<file path="config.mk">
export PLATFORM = sky130hd
export DESIGN_NAME = wqrd_round
export DESIGN_NICKNAME = d
export VERILOG_FILES = /design/src/hdl/wqrd_pkg.sv /design/src/hdl/wqrd_round.sv
export SDC_FILE = /design/constraint.sdc
export NUM_CORES = 1
export LEC_CHECK = 0
export BUFFER_PORTS_ARGS = -buffer_cell sky130_fd_sc_hd__buf_4
export CAP_MARGIN = 20
export CORE_MARGIN = 4
export CORE_UTILIZATION = 50
export CTS_CLUSTER_DIAMETER = 50
export DETAILED_ROUTE_END_ITERATION = 8
export PLACE_DENSITY = 0.74
export REMOVE_ABC_BUFFERS = 1
export SYNTH_ARGS = -nofsm -noshare
export SYNTH_HDL_FRONTEND = slang
export SYNTH_SLANG_ARGS = --single-unit
export TNS_END_PERCENT = 100
</file>
<file path="constraint.sdc">
create_clock -name clk -period 9.7 [get_ports clk]
set_clock_uncertainty 0.2 [all_clocks]
set_input_delay 0.97 -clock clk [delete_from_list [all_inputs] [get_ports clk]]
set_output_delay 0.97 -clock clk [all_outputs]
set_load 0.005 [all_outputs]
</file>
<file path="src/hdl/wqrd_pkg.sv">
// Shared types, constants and stream layout of the pipelined divider.
`timescale 1ns / 1ps
package wqrd_pkg;

	// Default sizes of the datapath.
	localparam int OPERAND_WIDTH_DEF = 67;
	localparam int QUOT_FRAC_DEF     = 63;

	// Fixed field widths.
	localparam int EXP_IN_W   = 16;
	localparam int SIG_HI_W   = 3;
	localparam int SIG_LO_W   = 64;
	localparam int SIG_IN_W   = SIG_HI_W + SIG_LO_W;
	localparam int EXP_W      = 18;
	localparam int SIG_W      = 64;

	// Input word layout, lowest bit first.
	localparam int IN_NSIGN_LSB = 0;
	localparam int IN_NEXP_LSB  = 1;
	localparam int IN_NHI_LSB   = 17;
	localparam int IN_NLO_LSB   = 20;
	localparam int IN_DSIGN_LSB = 84;
	localparam int IN_DEXP_LSB  = 85;
	localparam int IN_DHI_LSB   = 101;
	localparam int IN_DLO_LSB   = 104;
	localparam int IN_MODE_LSB  = 168;
	localparam int IN_TDATA_W   = 176;

	// Output word layout, lowest bit first.
	localparam int OUT_SIGN_LSB = 0;
	localparam int OUT_EXP_LSB  = 1;
	localparam int OUT_SIG_LSB  = 19;
	localparam int OUT_RUP_LSB  = 83;
	localparam int OUT_PAD_W    = 4;
	localparam int OUT_TDATA_W  = 88;
	localparam int OUT_TUSER_W  = 2;

	// Result class codes.
	typedef enum logic [1:0] {
		CLS_FINITE = 2'd0,
		CLS_ZERO   = 2'd1,
		CLS_INF    = 2'd2
	} class_e;

	// Rounding modes.
	typedef enum logic [1:0] {
		RND_NEAREST_EVEN = 2'd0,
		RND_DOWN         = 2'd1,
		RND_UP           = 2'd2,
		RND_ZERO         = 2'd3
	} rnd_mode_e;

	// Side information that travels with every word through the pipeline.
	typedef struct packed {
		class_e               cls;
		logic                 sign;
		rnd_mode_e            mode;
		logic [EXP_W-1:0]     expo;
	} meta_t;

	// Finished result handed to the output buffer.
	typedef struct packed {
		class_e               cls;
		logic                 sign;
		logic [EXP_W-1:0]     expo;
		logic [SIG_W-1:0]     sig;
		logic                 rounded_up;
	} res_t;

endpackage

</file>
<file path="src/hdl/wqrd_round.sv">
// Rounding decision, increment with carry and result assembly, two stages.
`timescale 1ns / 1ps
module wqrd_round #(
	parameter int W   = wqrd_pkg::OPERAND_WIDTH_DEF,
	parameter int Q_W = wqrd_pkg::QUOT_FRAC_DEF + 1
) (
	input  logic             clk,
	input  logic             arst_n,
	input  logic             en,
	input  logic             in_valid,
	input  wqrd_pkg::meta_t  in_meta,
	input  logic [W-1:0]     in_den,
	input  logic [W-1:0]     in_rem,
	input  logic [Q_W-1:0]   in_quo,
	output logic             out_valid,
	output wqrd_pkg::res_t   out_res
);
	import wqrd_pkg::*;

	logic [W+1:0]   half_diff;
	logic           half_gt;
	logic           half_eq;
	logic           rem_nz;
	logic           inc;
	logic [Q_W:0]   quo_plus;
	logic [Q_W-1:0] quo_rnd;
	logic           carry;
	res_t           res_nx;
	logic           valid_s1;
	meta_t          meta_s1;
	logic [Q_W-1:0] quo_s1;
	logic           inc_s1;
	logic           valid_s2;
	res_t           res_s2;

	// Compare twice the remainder with the divisor and pick the increment.
	always_comb begin
		half_diff = {1'b0, in_rem, 1'b0} - {2'b00, in_den};
		half_eq   = (half_diff == '0);
		half_gt   = !half_diff[W+1] && !half_eq;
		rem_nz    = |in_rem;
		case (in_meta.mode)
			RND_NEAREST_EVEN: inc = half_gt || (half_eq && in_quo[0]);
			RND_DOWN:         inc = in_meta.sign && rem_nz;
			RND_UP:           inc = !in_meta.sign && rem_nz;
			RND_ZERO:         inc = 1'b0;
			default:          inc = 1'b0;
		endcase
	end

	// Increment; a carry out leaves only the leading bit and bumps the exponent.
	always_comb begin
		quo_plus = {1'b0, quo_s1} + (Q_W+1)'(1);
		carry    = quo_plus[Q_W];
		if (!inc_s1) begin
			quo_rnd = quo_s1;
		end else if (carry) begin
			quo_rnd = Q_W'(1) << (Q_W - 1);
		end else begin
			quo_rnd = quo_plus[Q_W-1:0];
		end
		res_nx.cls        = meta_s1.cls;
		res_nx.sign       = meta_s1.sign;
		res_nx.expo       = '0;
		res_nx.sig        = '0;
		res_nx.rounded_up = 1'b0;
		// Zero and infinity carry no exponent, significand or rounding flag.
		if (meta_s1.cls == CLS_FINITE) begin
			res_nx.expo       = meta_s1.expo + EXP_W'(inc_s1 && carry);
			res_nx.sig        = SIG_W'(quo_rnd) << (SIG_W - Q_W);
			res_nx.rounded_up = inc_s1;
		end
	end

	// Valid bits of both stages.
	always_ff @(posedge clk or negedge arst_n) begin
		if (!arst_n) begin
			valid_s1 <= 1'b0;
			valid_s2 <= 1'b0;
		end else if (en) begin
			valid_s1 <= in_valid;
			valid_s2 <= valid_s1;
		end
	end

	// Payload of both stages.
	always_ff @(posedge clk) begin
		if (en) begin
			meta_s1 <= in_meta;
			quo_s1  <= in_quo;
			inc_s1  <= inc;
			res_s2  <= res_nx;
		end
	end

	assign out_valid = valid_s2;
	assign out_res   = res_s2;

endmodule

</file>
* Word-level counts from Yosys, hierarchy flattened *
Cells that the tools add are included.

word-level totals
  register bits after elaboration = 174
  bits in latches = 0
  bits in writable memories = 0
  memory bits (read-only) = 0
  output and inout port bits = 87
  word-level logic and storage cells = 34
  memories = 0

operators by class
  add/subtract/negate cells = 3
  multiply operators = 0
  divide/modulo/power cells = 0
  magnitude comparators = 0
  equal/unequal tests = 3
  shifts and indexed selects = 0
  mux-type cells = 3
  bitwise logic cells = 0
  reductions and logical operators = 13

operators with widths
  operator               number
  $mux 64                2
  $logic_not 69->1       1
  $sub 68x67->69         1
  $reduce_or 67->1       1
  $add 64x1->65 const B  1
  $add 18x1->18          1
  $logic_and 1x1->1      5
  $eq 2x2->1 const B     2
  $logic_not 2->1        2
  $pmux 1 s4             1
  $logic_not 1->1        3
  $eq 2x1->1 const B     1
  $logic_or 1x1->1       1

* Longest topological paths before layout *
Gate-level depths: netlist of run 1.

  depth after elaboration = 6
  depth in mapped cells = 15
  mapped depth without buffers = 13

* Worst setup path before layout of run 1 *
OpenSTA, ideal clock, no wires.

  path kind = input port to flip-flop
  start = input port in_den[36]
  end = register inc_s1, data pin
  library setup time = 0.260 ns
  arrival = 3.670 ns
  required time = 9.240 ns
  path slack = 5.570 ns
  cell stages on the path = 14
  buffers on the path = 1
  path through = inv_1 > ha_1 > clkbuf_1 > nand4_1 > or4_1 > o22a_1 > and3_1 > a21boi_0 > o41ai_1 > xor2_1 > a211oi_1 > nand4_1 > nor4_1 > nor2_1

on the way
  cells in the longest elaborated chain, start to end = 6
  elaborated cells between the ends (all ways) = 8
  those cells by class = add/sub: 1; mux: 1; reduce/logical: 6

ends and longest elaborated chain
  what                    line              source
  start: declaration      wqrd_round.sv:12  input logic [W-1:0] in_den,
  $sub 68x67->69 *        wqrd_round.sv:38  half_diff = {1'b0, in_rem, 1'b0} - {2'b00, in_den};
  $logic_not 69->1        wqrd_round.sv:39  half_eq = (half_diff == '0);
  $logic_not 1->1         wqrd_round.sv:40  half_gt = !half_diff[W+1] && !half_eq;
  $logic_and 1x1->1       wqrd_round.sv:40
  $logic_or 1x1->1 *      wqrd_round.sv:43  RND_NEAREST_EVEN: inc = half_gt || (half_eq && in_quo[0]);
  $pmux 1 s4 *            wqrd_round.sv:42  case (in_meta.mode)
  via inc                 wqrd_round.sv:24  logic inc;
  end signal: assignment  wqrd_round.sv:91  inc_s1 <= inc;
  end: declaration        wqrd_round.sv:32  logic inc_s1;

Mark *: on every way through the listed nets, which the timed path passes. The rest lies on a longest branch.
A chain may end at the register's enable or synchronous reset.

* Worst setup path in the final report of run 1 *
  start = input port in_den[34]
  end = register inc_s1, data pin

The elaborated chain is that of the path after synthesis.

==> impl_metrics.xml, run 1 <==
<?xml version="1.0" encoding="UTF-8"?>
<metrics>
  <group name="status">
    <metric name="status" unit="">complete, no violations</metric>
  </group>
  <group name="clocking">
    <metric name="htree_num_levels" unit="">4</metric>
    <metric name="cts_root_buffer" unit="">clkbuf_16</metric>
    <metric name="clk_path_buf_depth" unit="">2</metric>
    <metric name="cts.reportedPaths.clkPinSlew" unit="ns">0.07</metric>
    <metric name="post-cts-setup-buffer-count" unit="">0</metric>
    <metric name="cts-hold-fix-buffers" unit="">0</metric>
    <metric name="cts_resized" unit="">0</metric>
    <metric name="tritoncts_clock_tree" unit="">done</metric>
    <metric name="clkLatencyLatePin" unit="ns">0.42</metric>
    <metric name="number_of_clock_sinks" unit="">174</metric>
    <metric name="cts_made_buffers" unit="">17</metric>
  </group>
  <group name="sta">
    <metric name="finalSetupViolations" unit="">0</metric>
    <metric name="slew_headroom" unit="%">22.3</metric>
    <metric name="tightestPinTransition" unit="ns">1.14</metric>
    <metric name="finalWorstPathRequiredPeriod" unit="ns">4.97</metric>
    <metric name="finalCritPeriodShare" unit="%">51.2</metric>
    <metric name="timing.setup.tns" unit="ns">0</metric>
    <metric name="hold_viol_final" unit="">0</metric>
    <metric name="grt_setup_unrepaired" unit="">no</metric>
    <metric name="slew_violations" unit="">0</metric>
    <metric name="maxClockFrequency" unit="MHz">201</metric>
  </group>
  <group name="synthesis">
    <metric name="dominantRegCellSynth" unit="">edfxtp_1</metric>
    <metric name="ys_async_sr_fraction" unit="%">1.15</metric>
    <metric name="syn_area" unit="mm2">0.0125</metric>
    <metric name="synth_enable_flop_cells" unit="">172</metric>
    <metric name="yosysUniqueCellTypes" unit="">77</metric>
    <metric name="synth-seq-cells" unit="">174</metric>
    <metric name="ys.warnings.count" unit="">0</metric>
    <metric name="avgSynthCellArea" unit="um2">8.95</metric>
    <metric name="ys_seq_area_share" unit="%">41.6</metric>
    <metric name="number_of_standard_cells_after_synthesis" unit="">1400</metric>
  </group>
  <group name="detailed_routing">
    <metric name="num_vias" unit="">12060</metric>
    <metric name="routed_wl" unit="mm">42.4</metric>
    <metric name="route.detailed.drc" unit="">0</metric>
    <metric name="routed_wire_length_per_instance" unit="um">21.1</metric>
    <metric name="first_iter_violations" unit="">1210</metric>
    <metric name="route.antenna.remaining_nets" unit="">0</metric>
    <metric name="vias_per_cell" unit="">5.99</metric>
    <metric name="firstDrtPassIters" unit="">5</metric>
  </group>
  <group name="cells_and_area">
    <metric name="layout_common_cells" unit="">313 x buf_4, 172 x edfxtp_1, 161 x nor2_1</metric>
    <metric name="nets" unit="">1971</metric>
    <metric name="final_area" unit="mm2">0.0157</metric>
    <metric name="area.growth.synth_to_final" unit="%">25.1</metric>
    <metric name="post_route_cells_drive_above_1_share" unit="%">21.9</metric>
    <metric name="final.fill_count" unit="">2099</metric>
    <metric name="seq_area" unit="mm2">0.00522</metric>
    <metric name="multi_input_area" unit="mm2">0.00667</metric>
    <metric name="mostFrequentLayoutCell" unit="">buf_4</metric>
  </group>
  <group name="power_and_ir_drop">
    <metric name="power_internal" unit="mW">1.51</metric>
    <metric name="worst_supply_voltage_drop_on_vdd" unit="mV">0.120</metric>
    <metric name="clockPowerShare" unit="%">31.3</metric>
    <metric name="sequentialPowerShare" unit="%">42.7</metric>
    <metric name="switching_power" unit="mW">0.652</metric>
    <metric name="pwr_density_cell" unit="mW/mm2">138</metric>
    <metric name="p_leak" unit="nW">6.50</metric>
    <metric name="p_sw_share" unit="%">30.2</metric>
    <metric name="p_comb_share" unit="%">26.0</metric>
  </group>
  <group name="grt">
    <metric name="grt_pass1_wl" unit="mm">64.9</metric>
    <metric name="grt_overflow_total" unit="">0</metric>
    <metric name="grt_util_all_layers" unit="%">29.4</metric>
    <metric name="grt_max_degree" unit="">92</metric>
    <metric name="antenna_found_initial" unit="">2</metric>
    <metric name="vias_in_the_first_global_route" unit="">11826</metric>
  </group>
  <group name="placed_design">
    <metric name="dpl.hpwl" unit="mm">34.7</metric>
    <metric name="finalWeightedCongestion" unit="">0.971</metric>
    <metric name="placement.cell_area" unit="mm2">0.0150</metric>
    <metric name="portBuffers" unit="">311</metric>
  </group>
  <group name="floorplanning">
    <metric name="ioPinCount" unit="">312</metric>
    <metric name="initial_core_util" unit="%">51.2</metric>
    <metric name="die_height" unit="um">166</metric>
    <metric name="die_w" unit="um">166</metric>
    <metric name="design.die.area" unit="mm2">0.0276</metric>
    <metric name="std_cell_rows" unit="">57</metric>
    <metric name="coreArea" unit="mm2">0.0245</metric>
  </group>
  <group name="critical_path">
    <metric name="crit_path_top_delay_cell" unit="">a21boi_0</metric>
    <metric name="endpoint_kind" unit="">register</metric>
    <metric name="cpPeakStageDelay" unit="ns">0.76</metric>
    <metric name="critPathLaunchType" unit="">input port</metric>
    <metric name="crit_cells" unit="">14</metric>
    <metric name="cpLargestDelayFamily" unit="">compound AO/OA/AOI/OAI gates</metric>
    <metric name="path_buf_inv" unit="">2</metric>
    <metric name="r2r.worst_path.cells" unit="">13</metric>
    <metric name="cp_cell_sequence" unit="">buf_4 &gt; inv_1 &gt; ha_1 &gt; a21oi_1 &gt; o21ai_0 &gt; a2111oi_0 &gt; and3_1 &gt; a21boi_0 &gt; o41ai_1 &gt; xor2_1 &gt; a211oi_1 &gt; nand4_1 &gt; nor4_1 &gt; nor2_1</metric>
    <metric name="worst-path-max-fanout" unit="">9</metric>
    <metric name="timing.setup.critical_path_class" unit="">in2reg</metric>
    <metric name="timing.critical_path.arrival" unit="ns">4.93</metric>
    <metric name="worst-endpoint-required" unit="ns">9.66</metric>
  </group>
  <group name="hold_path">
    <metric name="timing.hold.worst.class" unit="">in2async</metric>
  </group>
  <group name="run">
    <metric name="timing.max_cap.violations" unit="">0</metric>
  </group>
</metrics>
==> worst paths after layout <==
path                                        from                        end  slack, ns
max                                   in_den[34]           inc_s1$_DFFE_PP_       4.73
min                                       arst_n       valid_s1$_DFFE_PN0P_       0.11
max reg2reg                  quo_s1[7]$_DFFE_PP_  out_res[82]$_SDFFCE_PP0P_       5.69
min reg2reg                meta_s1[20]$_DFFE_PP_      out_res[83]$_DFFE_PP_       0.25
max in group asynchronous                 arst_n      out_valid$_DFFE_PN0P_       9.10
min in group clk           meta_s1[20]$_DFFE_PP_      out_res[83]$_DFFE_PP_       0.25
==> cells by family after synthesis <==
logic type	count (synthesis)	share of synthesized area [%]
compound gates	327	16.7
xor+xnor	98	6.85
fa+ha+maj	71	7.09
buf+inv	163	5.10
flops	174	41.6
mux	11	0.959
simple gates	556	21.6
==> registers in the layout, indices dropped and copies added, names as in the netlist <==
register   cells
out_res       86
quo_s1        64
meta_s1       21
inc_s1         1
out_valid      1
valid_s1       1
==> routing by layer <==
metal / wire length (um) / part of all wire, % / global-route usage (%)
met2: 21900 / 52 / 53.7
met3: 2940 / 6.9 / 3.83
met5: 0 / 0 / 0
met1: 16400 / 39 / 36.1
met4: 1160 / 2.7 / 9.50
==> cells in the mapped netlist, types with 34 or more instances <==
cell type	number	area share (%)
nand4_1	61	3.0
nand3_1	51	2.0
nor2_1	161	4.8
ha_1	71	7.1
xor2_1	71	5.0
inv_1	104	3.1
edfxtp_1	172	41
clkbuf_1	34	1.0
o21ai_0	77	3.1
nand2_1	126	3.8
a21oi_1	105	4.2
nor3_1	39	1.6
==> metrics by stage <==
| stage | hold WS, ns | worst slack [ns] | total power, mW | instances | util [%] |
|---|---|---|---|---|---|
| floorplan | 0.200 | 5.57 | 1.24 | 1341 | - |
| detailed placement | 0.246 | 4.45 | 1.49 | 1979 | 61.5 |
| global placement | 0.235 | 4.41 | 1.48 | 1979 | 61.5 |
| finish | 0.112 | 4.73 | 2.16 | 2014 | 64.0 |
| global route | 0.0953 | 4.47 | 2.25 | 2014 | 64.0 |
| CTS | 0.107 | 4.86 | 2.16 | 2011 | 63.9 |
==> power by group through the flow <==
stage / clock network (mW) / registers [mW] / logic (mW)
3_3_place_gp: 0 / 0.934 / 0.547
6_report: 0.676 / 0.922 / 0.562
4_1_cts: 0.682 / 0.922 / 0.552
2_1_floorplan: 0 / 0.931 / 0.305
3_5_place_dp: 0 / 0.937 / 0.548
5_1_grt: 0.716 / 0.928 / 0.609
==> cell type report <==
| cell class | count | area share, % |
|---|---|---|
| clock buffers | 20 | 2.79 |
| repair buffers | 315 | 15.2 |
| inverters | 104 | 2.49 |
| flip-flops and latches | 174 | 33.3 |
| multi-input cells | 1063 | 42.6 |
| clock inverters | 12 | 0.974 |
| well taps | 324 | 2.59 |
| diodes | 2 | 0.0319 |
No activity file was read; power rests on OpenSTA's default activity.
==> run 2: changes to the inputs <==
--- a/config.mk
+++ b/config.mk
@@ -5,13 +5,14 @@
 export SDC_FILE = /design/constraint.sdc
 export NUM_CORES = 1
 export LEC_CHECK = 0
+export ABC_AREA = 1
 export BUFFER_PORTS_ARGS = -buffer_cell sky130_fd_sc_hd__buf_4
 export CAP_MARGIN = 20
 export CORE_MARGIN = 4
 export CORE_UTILIZATION = 50
 export CTS_CLUSTER_DIAMETER = 50
 export DETAILED_ROUTE_END_ITERATION = 8
-export PLACE_DENSITY = 0.74
+export PLACE_DENSITY = 0.72
 export REMOVE_ABC_BUFFERS = 1
 export SYNTH_ARGS = -nofsm -noshare
 export SYNTH_HDL_FRONTEND = slang
==> constraint.sdc (replaced) <==
create_clock -name clk -period 5.1 [get_ports clk]
set_clock_uncertainty 0.2 [all_clocks]
set_input_delay 0.51 -clock clk [delete_from_list [all_inputs] [get_ports clk]]
set_output_delay 0.51 -clock clk [all_outputs]
set_load 0.005 [all_outputs]
==> run 2 against run 1 <==
Non-clock buffer count rose by 1. Synthesized area up 19%. Die area up 18%. Largest cell class unchanged. Core utilization is 1.9 points lower. Register-to-register slack got worse by 5.2 ns. Hold slack lost 0.060 ns. Critical path depth increased by 12. Combinational power increased by 120%. Flip-flop and latch count is the same. First-iteration DRC count grew 20%. Via count up 31%.
==> impl_metrics.xml, run 2 <==
<?xml version="1.0" encoding="UTF-8"?>
<metrics>
  <group name="placed_design">
    <metric name="portBuffers" unit="">311</metric>
    <metric name="finalWeightedCongestion" unit="">0.966</metric>
    <metric name="dpl.hpwl" unit="mm">41.9</metric>
  </group>
  <group name="hold_path">
    <metric name="timing.hold.worst.class" unit="">in2reg</metric>
    <metric name="hold-path-cell-count" unit="">1</metric>
    <metric name="worstHoldStart" unit="">in_quo[54]</metric>
    <metric name="min_to" unit="">quo_s1[54]$_DFFE_PP_</metric>
  </group>
  <group name="critical_path">
    <metric name="critical_path.reg2reg.startpoint" unit="">quo_s1[0]$_DFFE_PP_</metric>
    <metric name="worst-endpoint-required" unit="ns">5.05</metric>
    <metric name="critPathLaunchType" unit="">register</metric>
    <metric name="r2r.worst_path.cells" unit="">26</metric>
    <metric name="worst_r2r_endpoint" unit="">out_res[81]$_SDFFCE_PP0P_</metric>
    <metric name="timing.critical_path.arrival" unit="ns">4.54</metric>
    <metric name="cpPeakStageDelay" unit="ns">0.42</metric>
    <metric name="crit_path_top_delay_cell" unit="">edfxtp_1</metric>
    <metric name="r2r_slack" unit="ns">0.51</metric>
    <metric name="cpLargestDelayFamily" unit="">simple AND/OR/NAND/NOR gates</metric>
    <metric name="path_buf_inv" unit="">2</metric>
    <metric name="crit_path_frequent_cell" unit="">nor2_1</metric>
    <metric name="timing.setup.critical_path_class" unit="">reg2reg</metric>
    <metric name="endpoint_kind" unit="">register</metric>
    <metric name="worst-path-max-fanout" unit="">5</metric>
  </group>
  <group name="floorplanning">
    <metric name="initial_core_util" unit="%">50.6</metric>
    <metric name="ioPinCount" unit="">312</metric>
    <metric name="design.die.area" unit="mm2">0.0327</metric>
    <metric name="std_cell_rows" unit="">63</metric>
    <metric name="coreArea" unit="mm2">0.0296</metric>
    <metric name="die_w" unit="um">181</metric>
    <metric name="die_height" unit="um">181</metric>
  </group>
  <group name="grt">
    <metric name="antenna_found_initial" unit="">0</metric>
    <metric name="grt_pass1_wl" unit="mm">77.9</metric>
    <metric name="grt_overflow_total" unit="">0</metric>
    <metric name="grt_max_degree" unit="">108</metric>
    <metric name="grt_util_all_layers" unit="%">29.8</metric>
    <metric name="vias_in_the_first_global_route" unit="">14903</metric>
  </group>
  <group name="detailed_routing">
    <metric name="routed_wl" unit="mm">50.2</metric>
    <metric name="routed_wire_length_per_instance" unit="um">16.5</metric>
    <metric name="route.antenna.remaining_nets" unit="">0</metric>
    <metric name="num_vias" unit="">15749</metric>
    <metric name="vias_per_cell" unit="">5.18</metric>
    <metric name="firstDrtPassIters" unit="">6</metric>
    <metric name="first_iter_violations" unit="">1455</metric>
    <metric name="route.detailed.drc" unit="">0</metric>
  </group>
  <group name="synthesis">
    <metric name="synth_top_area_share" unit="%">34.5</metric>
    <metric name="ys_seq_area_share" unit="%">34.9</metric>
    <metric name="syn_area" unit="mm2">0.0150</metric>
    <metric name="synth_enable_flop_cells" unit="">172</metric>
    <metric name="yosysUniqueCellTypes" unit="">50</metric>
    <metric name="avgSynthCellArea" unit="um2">6.47</metric>
    <metric name="number_of_standard_cells_after_synthesis" unit="">2309</metric>
    <metric name="dominantRegCellSynth" unit="">edfxtp_1</metric>
    <metric name="synth-seq-cells" unit="">174</metric>
    <metric name="leading_cell_type_by_number_of_instances_after_synthesis" unit="">nand2_1</metric>
    <metric name="ys.warnings.count" unit="">0</metric>
    <metric name="synth.cells.most_frequent" unit="">784 x nand2_1, 506 x inv_1, 257 x nor2_1</metric>
    <metric name="post-synth-top-area-cell" unit="">edfxtp_1</metric>
    <metric name="synth_area_leaders" unit="">edfxtp_1 35%, nand2_1 20%, inv_1 13%, nor2_1 6.5%, ha_1 5.9%</metric>
    <metric name="ys_async_sr_fraction" unit="%">1.15</metric>
  </group>
  <group name="sta">
    <metric name="slew_headroom" unit="%">34.4</metric>
    <metric name="finalCritPeriodShare" unit="%">90.0</metric>
    <metric name="finalSetupViolations" unit="">0</metric>
    <metric name="timing.setup.tns" unit="ns">0</metric>
    <metric name="slew_violations" unit="">0</metric>
    <metric name="hold_viol_final" unit="">0</metric>
    <metric name="grt_setup_unrepaired" unit="">no</metric>
    <metric name="tightestPinTransition" unit="ns">0.976</metric>
    <metric name="finalWorstPathRequiredPeriod" unit="ns">4.59</metric>
    <metric name="maxClockFrequency" unit="MHz">218</metric>
  </group>
  <group name="clocking">
    <metric name="htree_num_levels" unit="">4</metric>
    <metric name="clk_path_buf_depth" unit="">2</metric>
    <metric name="post-cts-setup-buffer-count" unit="">0</metric>
    <metric name="cts_root_buffer" unit="">clkbuf_16</metric>
    <metric name="cts.reportedPaths.clkPinSlew" unit="ns">0.07</metric>
    <metric name="cts_made_buffers" unit="">17</metric>
    <metric name="clkLatencyLatePin" unit="ns">0.43</metric>
    <metric name="number_of_clock_sinks" unit="">174</metric>
    <metric name="tritoncts_clock_tree" unit="">done</metric>
  </group>
  <group name="power_and_ir_drop">
    <metric name="worst_supply_voltage_drop_on_vdd" unit="mV">0.189</metric>
    <metric name="pwr_density_cell" unit="mW/mm2">234</metric>
    <metric name="p_leak" unit="nW">9.66</metric>
  </group>
  <group name="cells_and_area">
    <metric name="antenna_cells_inserted" unit="">0</metric>
    <metric name="area.growth.synth_to_final" unit="%">22.9</metric>
    <metric name="mostFrequentLayoutCell" unit="">nand2_1</metric>
    <metric name="largest_reg_flops" unit="">86</metric>
    <metric name="post_route_cells_drive_above_1_share" unit="%">14.8</metric>
    <metric name="final.fill_count" unit="">2736</metric>
    <metric name="utilization_after_layout" unit="%">62.2</metric>
    <metric name="nets" unit="">2932</metric>
    <metric name="layout_common_cells" unit="">784 x nand2_1, 506 x inv_1, 314 x buf_4</metric>
  </group>
  <group name="status">
    <metric name="status" unit="">complete, no violations</metric>
  </group>
  <group name="run">
    <metric name="timing.max_cap.violations" unit="">0</metric>
  </group>
</metrics>
[run 2: report_power, final]
part | switching, mW | internal, mW
Combinational | 0.767 | 0.451
Sequential | 0.0624 | 1.69
Clock | 0.558 | 0.778
Total | 1.39 | 2.92
[run 2: logic make-up after synthesis]
kind of cell / share of synthesized area [%]
xor+xnor: 1.11
buf+inv: 13.3
fa+ha+maj: 5.94
compound gates: 5.76
flops: 34.9
simple gates: 39.0
[run 2: worst max-delay path by stage]
stage	slack, ns	cells after the start	end	start
2_1_floorplan	1.33	26	out_res[81]$_SDFFCE_PP0P_	quo_s1[0]$_DFFE_PP_
3_3_place_gp	0.71	26	out_res[81]$_SDFFCE_PP0P_	quo_s1[0]$_DFFE_PP_
3_5_place_dp	0.52	26	out_res[81]$_SDFFCE_PP0P_	quo_s1[0]$_DFFE_PP_
4_1_cts	0.50	26	out_res[81]$_SDFFCE_PP0P_	quo_s1[0]$_DFFE_PP_
5_1_grt	0.09	26	out_res[81]$_SDFFCE_PP0P_	quo_s1[0]$_DFFE_PP_
6_report	0.51	26	out_res[81]$_SDFFCE_PP0P_	quo_s1[0]$_DFFE_PP_
[run 2: area by class of cell]
cell class,instances,area (um2),area share [%]
Clock buffer,17,425,2.31
Sequential cell,174,5220,28.4
Multi-Input combinational cell,1610,7750,42.2
Tap cell,390,488,2.66
Timing Repair Buffer,316,2380,12.9
Clock inverter,14,183,0.994
Inverter,517,1940,10.6
[run 2: what timing repair did]
| item | 4_1_cts | 5_1_grt |
|---|---|---|
| resized for setup | 0 | 1 |
| endpoints found under the setup margin | 0 | 1 |
| hold endpoints to repair | 2 | 0 |
| hold buffers | 1 | 0 |
[run 2: stage by stage]
stage	hold slack (ns)	instance area (um2)	worst slack, ns	instances	total power, mW
CTS	0.0391	18400	0.498	3038	4.30
detailed placement	0.0948	17800	0.521	3006	2.97
finish	0.0517	18400	0.508	3038	4.31
global placement	0.0929	17800	0.705	3006	2.96
floorplan	0.0144	14900	1.33	2301	2.46
global route	0.0385	18400	0.0948	3038	4.54
[run 2: per-layer routing]
| metal | routed length (um) | track usage, % | vias up |
|---|---|---|---|
| li1 | - | - | 7949 |
| met1 | 20500 | 37.4 | 7031 |
| met2 | 24600 | 53.5 | 692 |
| met3 | 3430 | 3.50 | 77 |
| met4 | 1620 | 9.41 | 0 |
| met5 | 0 | 0 | - |
==> run 3: changes to the inputs <==
--- a/config.mk
+++ b/config.mk
@@ -8,7 +8,6 @@
 export ABC_AREA = 1
 export BUFFER_PORTS_ARGS = -buffer_cell sky130_fd_sc_hd__buf_4
 export CAP_MARGIN = 20
-export CORE_MARGIN = 4
 export CORE_UTILIZATION = 50
 export CTS_CLUSTER_DIAMETER = 50
 export DETAILED_ROUTE_END_ITERATION = 8
==> run 3 against run 2 <==
Clock power hardly changed. Global-route usage is 2.2 points higher. Cell area hardly changed. Combinational power hardly changed. Via count is 0.51% higher. Critical path type unchanged. Largest power group unchanged.
==> impl_metrics.xml, run 3 (synthesis gave the netlist of run 2 again) <==
<?xml version="1.0" encoding="UTF-8"?>
<metrics>
  <group name="status">
    <metric name="status" unit="">complete, no violations</metric>
  </group>
  <group name="clocking">
    <metric name="htree_num_levels" unit="">4</metric>
    <metric name="cts.reportedPaths.clkPinSlew" unit="ns">0.07</metric>
    <metric name="clkLatencyLatePin" unit="ns">0.43</metric>
    <metric name="tritoncts_clock_tree" unit="">done</metric>
    <metric name="cts_root_buffer" unit="">clkbuf_16</metric>
    <metric name="post-cts-setup-buffer-count" unit="">0</metric>
    <metric name="clk_path_buf_depth" unit="">2</metric>
    <metric name="cts_made_buffers" unit="">17</metric>
    <metric name="number_of_clock_sinks" unit="">174</metric>
  </group>
  <group name="sta">
    <metric name="finalCritPeriodShare" unit="%">90.5</metric>
    <metric name="timing.setup.tns" unit="ns">0</metric>
    <metric name="finalWorstPathRequiredPeriod" unit="ns">4.61</metric>
    <metric name="finalSetupViolations" unit="">0</metric>
    <metric name="slew_headroom" unit="%">31.5</metric>
    <metric name="hold_ws" unit="ns">0.0497</metric>
    <metric name="maxClockFrequency" unit="MHz">217</metric>
    <metric name="hold_viol_final" unit="">0</metric>
    <metric name="slew_violations" unit="">0</metric>
    <metric name="tightestPinTransition" unit="ns">1.02</metric>
  </group>
  <group name="critical_path">
    <metric name="timing.setup.critical_path_class" unit="">reg2reg</metric>
    <metric name="r2r_slack" unit="ns">0.49</metric>
    <metric name="timing.critical_path.arrival" unit="ns">4.59</metric>
    <metric name="worst-path-max-fanout" unit="">5</metric>
    <metric name="worst-endpoint-required" unit="ns">5.08</metric>
    <metric name="endpoint_kind" unit="">register</metric>
    <metric name="critPathLaunchType" unit="">register</metric>
  </group>
  <group name="floorplanning">
    <metric name="ioPinCount" unit="">312</metric>
    <metric name="design.die.area" unit="mm2">0.0306</metric>
    <metric name="coreArea" unit="mm2">0.0291</metric>
    <metric name="initial_core_util" unit="%">51.4</metric>
    <metric name="die_height" unit="um">175</metric>
    <metric name="die_w" unit="um">175</metric>
    <metric name="std_cell_rows" unit="">62</metric>
  </group>
  <group name="detailed_routing">
    <metric name="route.detailed.drc" unit="">0</metric>
    <metric name="vias_per_cell" unit="">5.22</metric>
    <metric name="firstDrtPassIters" unit="">6</metric>
    <metric name="route.antenna.remaining_nets" unit="">0</metric>
    <metric name="routed_wire_length_per_instance" unit="um">16.1</metric>
    <metric name="routed_wl" unit="mm">48.7</metric>
    <metric name="first_iter_violations" unit="">1288</metric>
    <metric name="num_vias" unit="">15830</metric>
  </group>
  <group name="cells_and_area">
    <metric name="antenna_cells_inserted" unit="">0</metric>
    <metric name="layout_common_cells" unit="">784 x nand2_1, 506 x inv_1, 315 x buf_4</metric>
    <metric name="area.growth.synth_to_final" unit="%">23.0</metric>
    <metric name="final_area" unit="mm2">0.0184</metric>
    <metric name="mostFrequentLayoutCell" unit="">nand2_1</metric>
    <metric name="post_route_cells_drive_above_1_share" unit="%">14.8</metric>
    <metric name="nets" unit="">2933</metric>
    <metric name="utilization_after_layout" unit="%">63.2</metric>
    <metric name="seq_area" unit="mm2">0.00522</metric>
    <metric name="final.fill_count" unit="">2770</metric>
    <metric name="multi_input_area" unit="mm2">0.00775</metric>
    <metric name="largest_reg_flops" unit="">86</metric>
  </group>
  <group name="grt">
    <metric name="grt_util_all_layers" unit="%">32.0</metric>
    <metric name="grt_max_degree" unit="">103</metric>
    <metric name="vias_in_the_first_global_route" unit="">14936</metric>
    <metric name="antenna_found_initial" unit="">0</metric>
    <metric name="grt_pass1_wl" unit="mm">75.6</metric>
    <metric name="grt_overflow_total" unit="">0</metric>
  </group>
  <group name="placed_design">
    <metric name="dpl.hpwl" unit="mm">41.1</metric>
    <metric name="finalWeightedCongestion" unit="">0.978</metric>
    <metric name="portBuffers" unit="">311</metric>
    <metric name="placement.cell_area" unit="mm2">0.0178</metric>
  </group>
  <group name="power_and_ir_drop">
    <metric name="switching_power" unit="mW">1.39</metric>
    <metric name="sequentialPowerShare" unit="%">40.6</metric>
    <metric name="worst_supply_voltage_drop_on_vdd" unit="mV">0.202</metric>
    <metric name="p_leak" unit="nW">9.67</metric>
    <metric name="pwr_density_cell" unit="mW/mm2">234</metric>
    <metric name="p_sw_share" unit="%">32.2</metric>
    <metric name="power_internal" unit="mW">2.92</metric>
    <metric name="clockPowerShare" unit="%">31.2</metric>
    <metric name="p_comb_share" unit="%">28.1</metric>
    <metric name="report.power.total" unit="mW">4.31</metric>
  </group>
  <group name="run">
    <metric name="timing.max_cap.violations" unit="">0</metric>
  </group>
  <group name="hold_path">
    <metric name="timing.hold.worst.class" unit="">in2reg</metric>
  </group>
</metrics>
## run 3: cell types whose count changed in the layout (fill, tap and decap cells not counted)
cell,before,now
buf_4,314,315
clkinv_1,1,3
clkinvlp_4,2,1
inv_6,4,3
inv_8,1,2
nor2_1,256,255
nor2_2,6,7
## run 3: metrics by stage
stage / std cells / setup slack [ns]
detailed placement: 3001 / 0.479
global placement: 3001 / 0.705
finish: 3034 / 0.486
global route: 3034 / -0.00573
floorplan: 2301 / 1.33
CTS: 3034 / 0.414
## run 3: layer usage
metal  wire length (um)  part of all wire [%]  GRT usage [%]
met1              19700                    40           38.8
met2              23600                    48           56.4
met3               3230                   6.6           3.79
met4               2190                   4.5           14.9
met5                  0                     0              0
## run 3: final cells by class
class                      count  share of cell area (%)
timing repair buffer         317                    13.0
sequential                   174                    28.4
multi-input combinational   1610                    42.2
inverter                     517                    10.6
tap                          384                    2.61
clock inverter                15                    1.01
clock buffer                  17                    2.31
## run 3: critical path, stage by stage, from the launching register on
cell and delay (ns):
edfxtp_1 0.42, ha_1 0.22, nand3_1 0.13, nor2_2 0.17, nand3_1 0.11, nor3_2 0.21, nand2_1 0.13, nor2_1 0.22
nand4_1 0.15, nor2_1 0.24, inv_1 0.10, nor2_2 0.19, ha_1 0.22, ha_1 0.17, nand2_1 0.07, nor2_1 0.08
inv_1 0.06, nor2_1 0.12, nand4_1 0.16, nor2_1 0.12, nand2_1 0.09, nor2_1 0.15, nand3_1 0.11, nor2_1 0.14
nand2_1 0.08, nor3b_1 0.20, nor3_1 0.07
## run 3: path summary, 6_finish.rpt
path	from	endpoint	depth (start not counted)
max reg2reg	quo_s1[0]$_DFFE_PP_	out_res[81]$_SDFFCE_PP0P_	26
min	in_meta[22]	meta_s1[22]$_DFFE_PP_	1
max	quo_s1[0]$_DFFE_PP_	out_res[81]$_SDFFCE_PP0P_	26
min in group asynchronous	arst_n	out_valid$_DFFE_PN0P_	2
min reg2reg	meta_s1[20]$_DFFE_PP_	out_res[83]$_DFFE_PP_	0
max in group asynchronous	arst_n	valid_s1$_DFFE_PN0P_	2
## run 3: power by group through the flow
stage / clock, mW / sequential (mW) / combinational [mW]
2_1_floorplan: 0 / 1.77 / 0.691
3_3_place_gp: 0 / 1.78 / 1.18
3_5_place_dp: 0 / 1.78 / 1.19
4_1_cts: 1.35 / 1.75 / 1.20
5_1_grt: 1.40 / 1.76 / 1.35
6_report: 1.35 / 1.75 / 1.21
## run 3: timing repair
action	in CTS	in global routing
gates resized for setup	0	2
setup endpoints to repair	0	2
hold endpoints to repair	2	0
hold buffers	1	0
